[src/design/godpg_ram.sv]
// Generic single-port-write, single-read synchronous RAM with registered read.
// No dependencies.
`default_nettype none
module godpg_ram #(
    parameter int WIDTH = 20,
    parameter int DEPTH = 20
) (
    input  wire logic                     clk,
    input  wire logic                     wr_en,
    input  wire logic [$clog2(DEPTH)-1:0] wr_addr,
    input  wire logic [WIDTH-1:0]         wr_data,
    input  wire logic [$clog2(DEPTH)-1:0] rd_addr,
    output logic      [WIDTH-1:0]         rd_data
);
    logic [WIDTH-1:0] mem [DEPTH];

    always_ff @(posedge clk)
    begin
        if (wr_en)
        begin
            mem[wr_addr] <= wr_data;
        end
        rd_data <= mem[rd_addr];
    end
endmodule
`default_nettype wire

[config.mk]
export PLATFORM = sky130hd
export DESIGN_NAME = godpg_ram
export DESIGN_NICKNAME = d
export VERILOG_FILES = /design/src/design/godpg_ram.sv
export SDC_FILE = /design/constraint.sdc
export NUM_CORES = 1
export LEC_CHECK = 0
export ABC_CLOCK_PERIOD_IN_PS = 6650
export BUFFER_PORTS_ARGS = -buffer_cell sky130_fd_sc_hd__buf_2
export CAP_MARGIN = 20
export CORE_UTILIZATION = 60
export CTS_BUF_LIST = sky130_fd_sc_hd__clkbuf_8
export CTS_CLUSTER_DIAMETER = 120
export DETAILED_ROUTE_END_ITERATION = 7
export PLACE_DENSITY = 0.77
export SETUP_SLACK_MARGIN = 0.4
export SYNTH_ARGS = -nofsm -noshare
export SYNTH_HDL_FRONTEND = slang
export SYNTH_SLANG_ARGS = --single-unit
[constraint.sdc]
create_clock -name clk -period 6.65 [get_ports clk]
set_clock_uncertainty 0.1 [all_clocks]
set_input_delay 0.665 -clock clk [delete_from_list [all_inputs] [get_ports clk]]
set_output_delay 0.665 -clock clk [all_outputs]
set_load 0.02 [all_outputs]
* Yosys cells after proc, flatten, opt, wreduce, memory -nomap -nowiden
Memory sizes are Yosys's and may differ from the RTL's. A register that Yosys moved wholly into a read port is not among the register bits.
Cells that the tools add are included.
** Storage, ports and cells
- Input bits :: 32
- Word-level logic and storage cells :: 3
- Register bits after elaboration :: 0
- Memories :: 1
- Memory bits (writable) :: 400
** Operators by class
- Mux-type cells :: 2
** Memory list
- mem :: depth 20, width 20, read ports 1, clocked after Yosys merged registers in 1, wr ports 1, RTL line 15 : logic [WIDTH-1:0] mem [DEPTH];
** Operators with widths (number)
- 2-to-1 mux 1 bit :: 2

* Longest topological paths before layout
Gate-level depths: netlist (run 1).
- Depth after elaboration :: 2
- Depth in mapped cells :: 7

* Least setup slack after synthesis (run 1)
Ideal clock, no wire load.
- Kind :: input to register
- Start :: input wr_addr[1]
- End :: memory mem[12][0], enable pin
- Path buffers :: 0
- Setup slack :: 4078 ps
- Stages on the path :: 2
- Arrival time :: 2076 ps
- Cell sequence :: or3b_2 nor2_1
** RTL lines
- start, declared :: RTL line 10 : input wire logic [$clog2(DEPTH)-1:0] wr_addr,
- end, declared :: RTL line 15
Straight into the memory's write port.

==> out/qor.txt, run 1 <==
Outcome -> completed
Final WL -> 34100 um
Worst slew pin tran -> 1.05 ns
Required time of the worst setup path -> 7.04 ns
Number of synthesized flops with an enable pin -> 400
Initial antenna violation count -> 0
Reg2reg start -> mem[15][18]$_DFFE_PP_
Min-Delay Path Class -> input port to register
Clk Tree Root Cell -> clkbuf_8
Clk pwr share -> 37.2%
Vias in the first global route -> 8367
Top_reg_cell synth -> edfxtp_1
Top cells by area, synth -> edfxtp_1, mux2i_1, mux4_2
Clk buf depth -> 3
Fillers -> 1638
Final period util -> 40.3%
CP Buf/Inv Count -> 2
Sequential area share after synthesis -> 77.8%
Antenna diodes -> 0
Final setup TNS -> 0 ns
Cts bufs inserted -> 61
Post-CTS setup buffer count -> 0
Drt via density -> 6.23
Synth-to-Final Area Change -> 11.8%
Flop-to-flop setup slack -> 5.12 ns
Final number of setup-violating endpoints -> 0
Largest delay contributor family on the critical path -> buffers and inverters
Worst-path cell chain -> buf_8, buf_4, mux4_2, a211oi_2, nand2_1
Slowest cell on the critical path -> buf_8
Yosys cell types -> 34
CTS HTree Levels -> 2
Routability Congestion -> 0.773
Total gr overflow -> 0
Pre-antenna DRT Iters -> 5
TritonCTS Sinks -> 420
Synth area leader -> edfxtp_1
RSZ-0062 raised after global routing -> no
Fin Hold WS -> 0.319 ns
Fmax -> 373 MHz
Setup ws final -> 3.97 ns
Placement Rows -> 59
Final ANT Viol Nets -> 0
Routed len/inst -> 25.6 um
Hold_sp -> rd_addr[2]
Worst Setup Start Kind -> input port
Top-area cell type share of the netlist area -> 75.3%
Top-Level Pins -> 52
IO buf count -> 51
Die area -> 27300 sq um
Clock transition at path regs -> 0.06 ns
Post-synthesis instance area -> 16000 sq um
Largest net degree at the start of global routing -> 103
Post-CTS sizing -> 0
GR Util All Layers -> 26.2%
Post-synthesis cell count -> 849
Max incr delay on CP -> 0.68 ns
Synth warn -> 0
Count of pins over their slew limit -> 0
Nature of the critical path endpoint -> register
Worst hold path depth -> 3
Die width -> 165 um
Initial drt markers -> 924
Comb pwr share -> 5.2%
Clock latency on the worst-skew pair -> 0.60 ns
Pre-CTS setup slack -> 3.41 ns
Total Power -> 0.00514 W
Core footprint -> 26100 sq um
Final HPWL from detailed placement -> 19000 um
Layout Nets -> 977
LEAKAGE -> 6.25 nW
Switch share -> 21.5%
CP max FO -> 102
Post-layout instance area -> 17800 sq um
Max IR drop VDD -> 0.000222 V
Pwr dens -> 288 nW/um^2
Fin. Hold Viols -> 0
Reg2Reg Depth -> 4
First-pass GRT wire length -> 50300 um
Switch Pwr -> 0.00110 W
Syn Area/Cell -> 18.8 sq um
Post-DP Area -> 16700 sq um
Crit path DAT -> 3.07 ns
Fin crit period -> 2.68 ns
CP Depth -> 5
Slew HR -> 29.9%
Multi-input combinational cell area -> 3360 sq um
Cell Int Power -> 0.00403 W
CTS Hold Bufs -> 0
Seq pwr share -> 57.5%
Fraction of registers with async set/reset -> 0%
Vias -> 8286
Total of max-cap violations -> 0
Sequential Area -> 12400 sq um
Mapped Nets -> 881
FF-to-FF End -> rd_data[18]$_DFF_P_
CTS tree -> yes
Post-route DRC -> 0
Starting Density -> 61.3%
Die height -> 165 um
Layout cells sized above 1 -> 22.8%
Synth Register Bits -> 420
Setup CP Type -> input port to register
WHS Endpoint -> rd_data[18]$_DFF_P_
## per-layer routing
layer | part of all wire (%) | vias up | GRT usage [%]
met5 | 0 | - | 0
met4 | 2.5 | 0 | 9.42
met3 | 9.2 | 70 | 4.42
met2 | 48 | 459 | 41.3
met1 | 40 | 4163 | 37.3
li1 | - | 3594 | -
## cell usage in the layout, fill, tap and decap left out, types with 4 or more instances in the layout
cell type  Yosys  layout
mux2i_1      144     144
a211oi_2      13      13
mux4_2        21      21
dfxtp_1       20      20
nand3_1       21      21
clkbuf_8       0      71
a22oi_1       19      19
edfxtp_1     400     400
a31oi_1        6       6
nor2_4         0       4
nand4_1        6       6
o22ai_1       33      33
mux2_2        14      14
buf_2         14      50
nand2_1       46      46
clkinv_1       0       6
a21oi_1       19      19
inv_1          1      34
buf_4         13      24
nor2_2         0      17
## state kept, by name (all words and copies together) (netlist names)
name	cells
mem	400
rd_data	20
## power by group through the flow
stage	clock network [W]	registers, W	logic [W]
after floorplan	0	0.00302	0.000146
after global placement	0	0.00301	0.000261
after detailed placement	0	0.00301	0.000269
after CTS	0.00194	0.00296	0.000270
after global routing	0.00206	0.00296	0.000288
final	0.00191	0.00296	0.000269
## worst reg2reg max path, delay by kind of cell (launching register included)
kind / cells / cell delay (ns)
AOI/OAI and AO/OA: 3 / 0.60
DFF: 1 / 0.37
muxes: 1 / 0.32
## cells by family (layout without fill, tap and decap cells)
logic type      after synthesis  in the layout  share of synthesized area (%)
compound gates               93             93                           4.19
buf+inv                      44            190                           1.69
flops                       420            420                           77.8
mux                         180            180                           13.1
simple gates                112            112                           3.31
## cell usage after synthesis, types with 10 or more instances
library cell and count:
nor2_1 23, mux2_2 14, a22oi_1 19, clkbuf_1 10, edfxtp_1 400, buf_2 14
o22ai_1 33, dfxtp_1 20, buf_4 13, mux2i_1 144, nand2_1 46, nand3_1 21
a211oi_2 13, a21oi_1 19, mux4_2 21
## per-stage QoR
| stage | util (%) | cells |
|---|---|---|
| floorplan | - | 849 |
| detailed placement | 64.0 | 1217 |
| global placement | 63.9 | 1216 |
| CTS | 68.4 | 1330 |
| finish | 68.4 | 1330 |
| global route | 68.4 | 1330 |
## how the worst max path moves through the flow
stage / startpoint / to / slack, ns
6_report: rd_addr[0] / rd_data[3]$_DFF_P_ / 3.97
5_1_grt: rd_addr[0] / rd_data[4]$_DFF_P_ / 3.93
4_1_cts: rd_addr[0] / rd_data[19]$_DFF_P_ / 4.04
3_5_place_dp: rd_addr[0] / rd_data[3]$_DFF_P_ / 3.41
3_3_place_gp: rd_addr[0] / rd_data[1]$_DFF_P_ / 3.47
2_1_floorplan: wr_addr[1] / mem[12][0]$_DFFE_PP_ / 4.08
## cell type report
| type | count | share of cell area, % |
|---|---|---|
| clock inverter | 42 | 1.06 |
| timing repair buffer | 76 | 2.65 |
| tap | 335 | 2.35 |
| inverter | 1 | 0.0210 |
| sequential | 420 | 69.6 |
| clock buffer | 71 | 5.48 |
| multi-input combinational | 385 | 18.9 |
Note: power is estimated with default switching activity, not from simulation.
==> inputs of run 2 (changes only) <==
--- a/config.mk
+++ b/config.mk
@@ -5,14 +5,14 @@
 export SDC_FILE = /design/constraint.sdc
 export NUM_CORES = 1
 export LEC_CHECK = 0
-export ABC_CLOCK_PERIOD_IN_PS = 6650
+export ABC_CLOCK_PERIOD_IN_PS = 2200
 export BUFFER_PORTS_ARGS = -buffer_cell sky130_fd_sc_hd__buf_2
 export CAP_MARGIN = 20
-export CORE_UTILIZATION = 60
+export CORE_UTILIZATION = 58
 export CTS_BUF_LIST = sky130_fd_sc_hd__clkbuf_8
 export CTS_CLUSTER_DIAMETER = 120
 export DETAILED_ROUTE_END_ITERATION = 7
-export PLACE_DENSITY = 0.77
+export PLACE_DENSITY = 0.78
 export SETUP_SLACK_MARGIN = 0.4
 export SYNTH_ARGS = -nofsm -noshare
 export SYNTH_HDL_FRONTEND = slang
==> constraint.sdc (replaced) <==
create_clock -name clk -period 2.2 [get_ports clk]
set_clock_uncertainty 0.1 [all_clocks]
set_input_delay 0.22 -clock clk [delete_from_list [all_inputs] [get_ports clk]]
set_output_delay 0.22 -clock clk [all_outputs]
set_load 0.02 [all_outputs]
==> run 2 against run 1 <==
  * Die area grew 3.4%
  * Wire length grew 1.6%
  * Via count grew 2.5%
  * Sequential share of layout area shrank 3.0 points
  * Largest cell class unchanged
  * Largest power group unchanged
==> out/qor.txt, run 2 (synthesis results as in run 1) <==
Outcome -> completed
CP Buf/Inv Count -> 2 (unchanged)
Pre-CTS setup slack -> 0.198 ns (-3.21 ns)
Pre-antenna DRT Iters -> 5 (unchanged)
Top reg by flops -> mem
Post-layout instance area -> 18600 sq um (+4.5%)
GR Util All Layers -> 25.5% (-0.67 points)
Reg2Reg Depth -> 3 (-1)
Final number of setup-violating endpoints -> 0 (unchanged)
Antenna diodes -> 0 (unchanged)
Nature of the critical path endpoint -> register
Crit path launch -> rd_addr[4]
FF-to-FF End -> rd_data[3]$_DFF_P_
Cts bufs inserted -> 66 (+8.2%)
Placement Rows -> 60 (+1.7%)
Final period util -> 77.4%
Initial antenna violation count -> 0 (unchanged)
Crit path DAT -> 2.11 ns (-0.96 ns)
Fin. Hold Viols -> 0 (unchanged)
Vias -> 8490 (+2.5%)
Vias in the first global route -> 8830 (+5.5%)
Crit path to -> rd_data[12]$_DFF_P_
Final ANT Viol Nets -> 0 (unchanged)
Flop-to-flop setup slack -> 0.63 ns (-4.49 ns)
CTS tree -> yes
Layout cells sized above 1 -> 26.3% (+3.4 points)
Total of max-cap violations -> 0 (unchanged)
Initial drt markers -> 920 (-0.43%)
Starting Density -> 59.2% (-2.0 points)
Slowest cell on the critical path -> dlygate4sd3_1
Count of pins over their slew limit -> 0 (unchanged)
Final setup TNS -> 0 ns (unchanged)
Fin crit period -> 1.70 ns
Die area -> 28200 sq um (+3.4%)
Max IR drop VDD -> 0.000614 V (+180%)
Worst hold path depth -> 3 (unchanged)
TritonCTS Sinks -> 420 (unchanged)
Clock transition at path regs -> 0.05 ns (about the same)
CTS HTree Levels -> 3 (+1)
Top flop regs -> mem x400, rd_data x20
Synth-to-Final Area Change -> 16.8%
Clk Tree Root Cell -> clkbuf_8
Largest net degree at the start of global routing -> 33 (-68%)
LEAKAGE -> 6.57 nW (+5.1%)
Min-Delay Path Class -> input port to register
Worst Setup Start Kind -> input port
Max reg flops -> 400 (unchanged)
Routability Congestion -> 0.804 (+4.0%)
CP Depth -> 6 (+1)
Post-DP Area -> 17100 sq um (+2.7%)
Clk buf depth -> 3 (unchanged)
Post-route DRC -> 0 (unchanged)
Pwr dens -> 865 nW/um^2 (+200%)
Worst-path cell chain -> dlygate4sd3_1, buf_2, nor3b_2, nor2b_1, nand2_1, nand4_1
Worst slew pin tran -> 0.887 ns (-0.164 ns)
Required time of the worst setup path -> 2.60 ns (-4.44 ns)
Total gr overflow -> 0 (unchanged)
Final WL -> 34600 um (+1.6%)
Largest delay contributor family on the critical path -> simple AND/OR/NAND/NOR gates
Die width -> 168 um (+1.7%)
Die height -> 168 um (+1.7%)
Routed len/inst -> 24.8 um (-3.2%)
Leading cell types in the layout, fill and taps excluded -> edfxtp_1, mux2i_1, clkbuf_8
RSZ-0062 raised after global routing -> no
Commonest non-fill, non-tap cell in the layout -> edfxtp_1
Setup CP Type -> input port to register
Drt via density -> 6.08 (-2.4%)
Top-Level Pins -> 52 (unchanged)
Fmax -> 587 MHz
Final HPWL from detailed placement -> 19600 um (+3.2%)
First-pass GRT wire length -> 52000 um (+3.3%)
IO buf count -> 51 (unchanged)
Layout Nets -> 1034 (+5.8%)
Reg2reg start -> mem[6][3]$_DFFE_PP_
Final std cells w/o fill -> 1396 (+5.0%)
Slew HR -> 40.8% (+11 points)
CP max FO -> 13 (-87%)
Setup ws final -> 0.497 ns (-3.47 ns)
Core footprint -> 27000 sq um (+3.4%)
Clock latency on the worst-skew pair -> 0.59 ns (about the same)
Placed cell count -> 1253 (+3.0%)
Max incr delay on CP -> 0.53 ns (-0.15 ns)
==> run 2: worst min path at each step <==
stage	startpoint	slack [ns]	to
finish	rd_addr[1]	0.09	rd_data[18]$_DFF_P_
global route	rd_addr[1]	0.07	rd_data[18]$_DFF_P_
CTS	rd_addr[1]	0.06	rd_data[18]$_DFF_P_
detailed placement	mem[0][4]$_DFFE_PP_	0.47	rd_data[4]$_DFF_P_
global placement	mem[0][4]$_DFFE_PP_	0.45	rd_data[4]$_DFF_P_
floorplan	wr_data[0]	0.22	mem[0][0]$_DFFE_PP_
==> run 2: cell type report <==
type / instances / area, sq um
multi-input combinational: 385 / 3390
inverter: 1 / 3.75
timing repair buffer: 128 / 1110
tap: 341 / 427
sequential: 420 / 12400
clock buffer: 78 / 1070
clock inverter: 43 / 228
fill: 1665 / 8300
==> run 2: worst min-delay path: stages <==
cell	delay, ns
buf_2	0.18
mux2i_1	0.16
o211ai_1	0.17
==> run 2: per-layer routing <==
metal,vias to the layer above,global-route usage [%],part of all wire [%]
met2,445,40.0,47
met5,-,0,0
met1,4225,34.8,41
li1,3719,-,-
met3,101,5.74,8.7
met4,0,11.1,3.4
==> run 2: per-stage QoR <==
| step | hold slack [ns] | util, % | power (W) |
|---|---|---|---|
| floorplan | 0.219 | - | 0.00959 |
| global placement | 0.454 | 63.5 | 0.00993 |
| detailed placement | 0.468 | 63.5 | 0.00996 |
| CTS | 0.0596 | 69.2 | 0.0162 |
| global route | 0.0744 | 69.2 | 0.0166 |
| finish | 0.0942 | 69.2 | 0.0161 |
==> run 2: repair_timing <==
item	CTS	global route
resized for setup	0	0
hold buffers	22	0
buffers inserted	0	0
endpoints found under the setup margin	0	0
hold endpoints to repair	405	0
==> run 2: report_power, final <==
part | switching, W | internal, W
logic | 0.000553 | 0.000341
registers | 0.0000475 | 0.00889
clock network | 0.00293 | 0.00336
total | 0.00353 | 0.0126
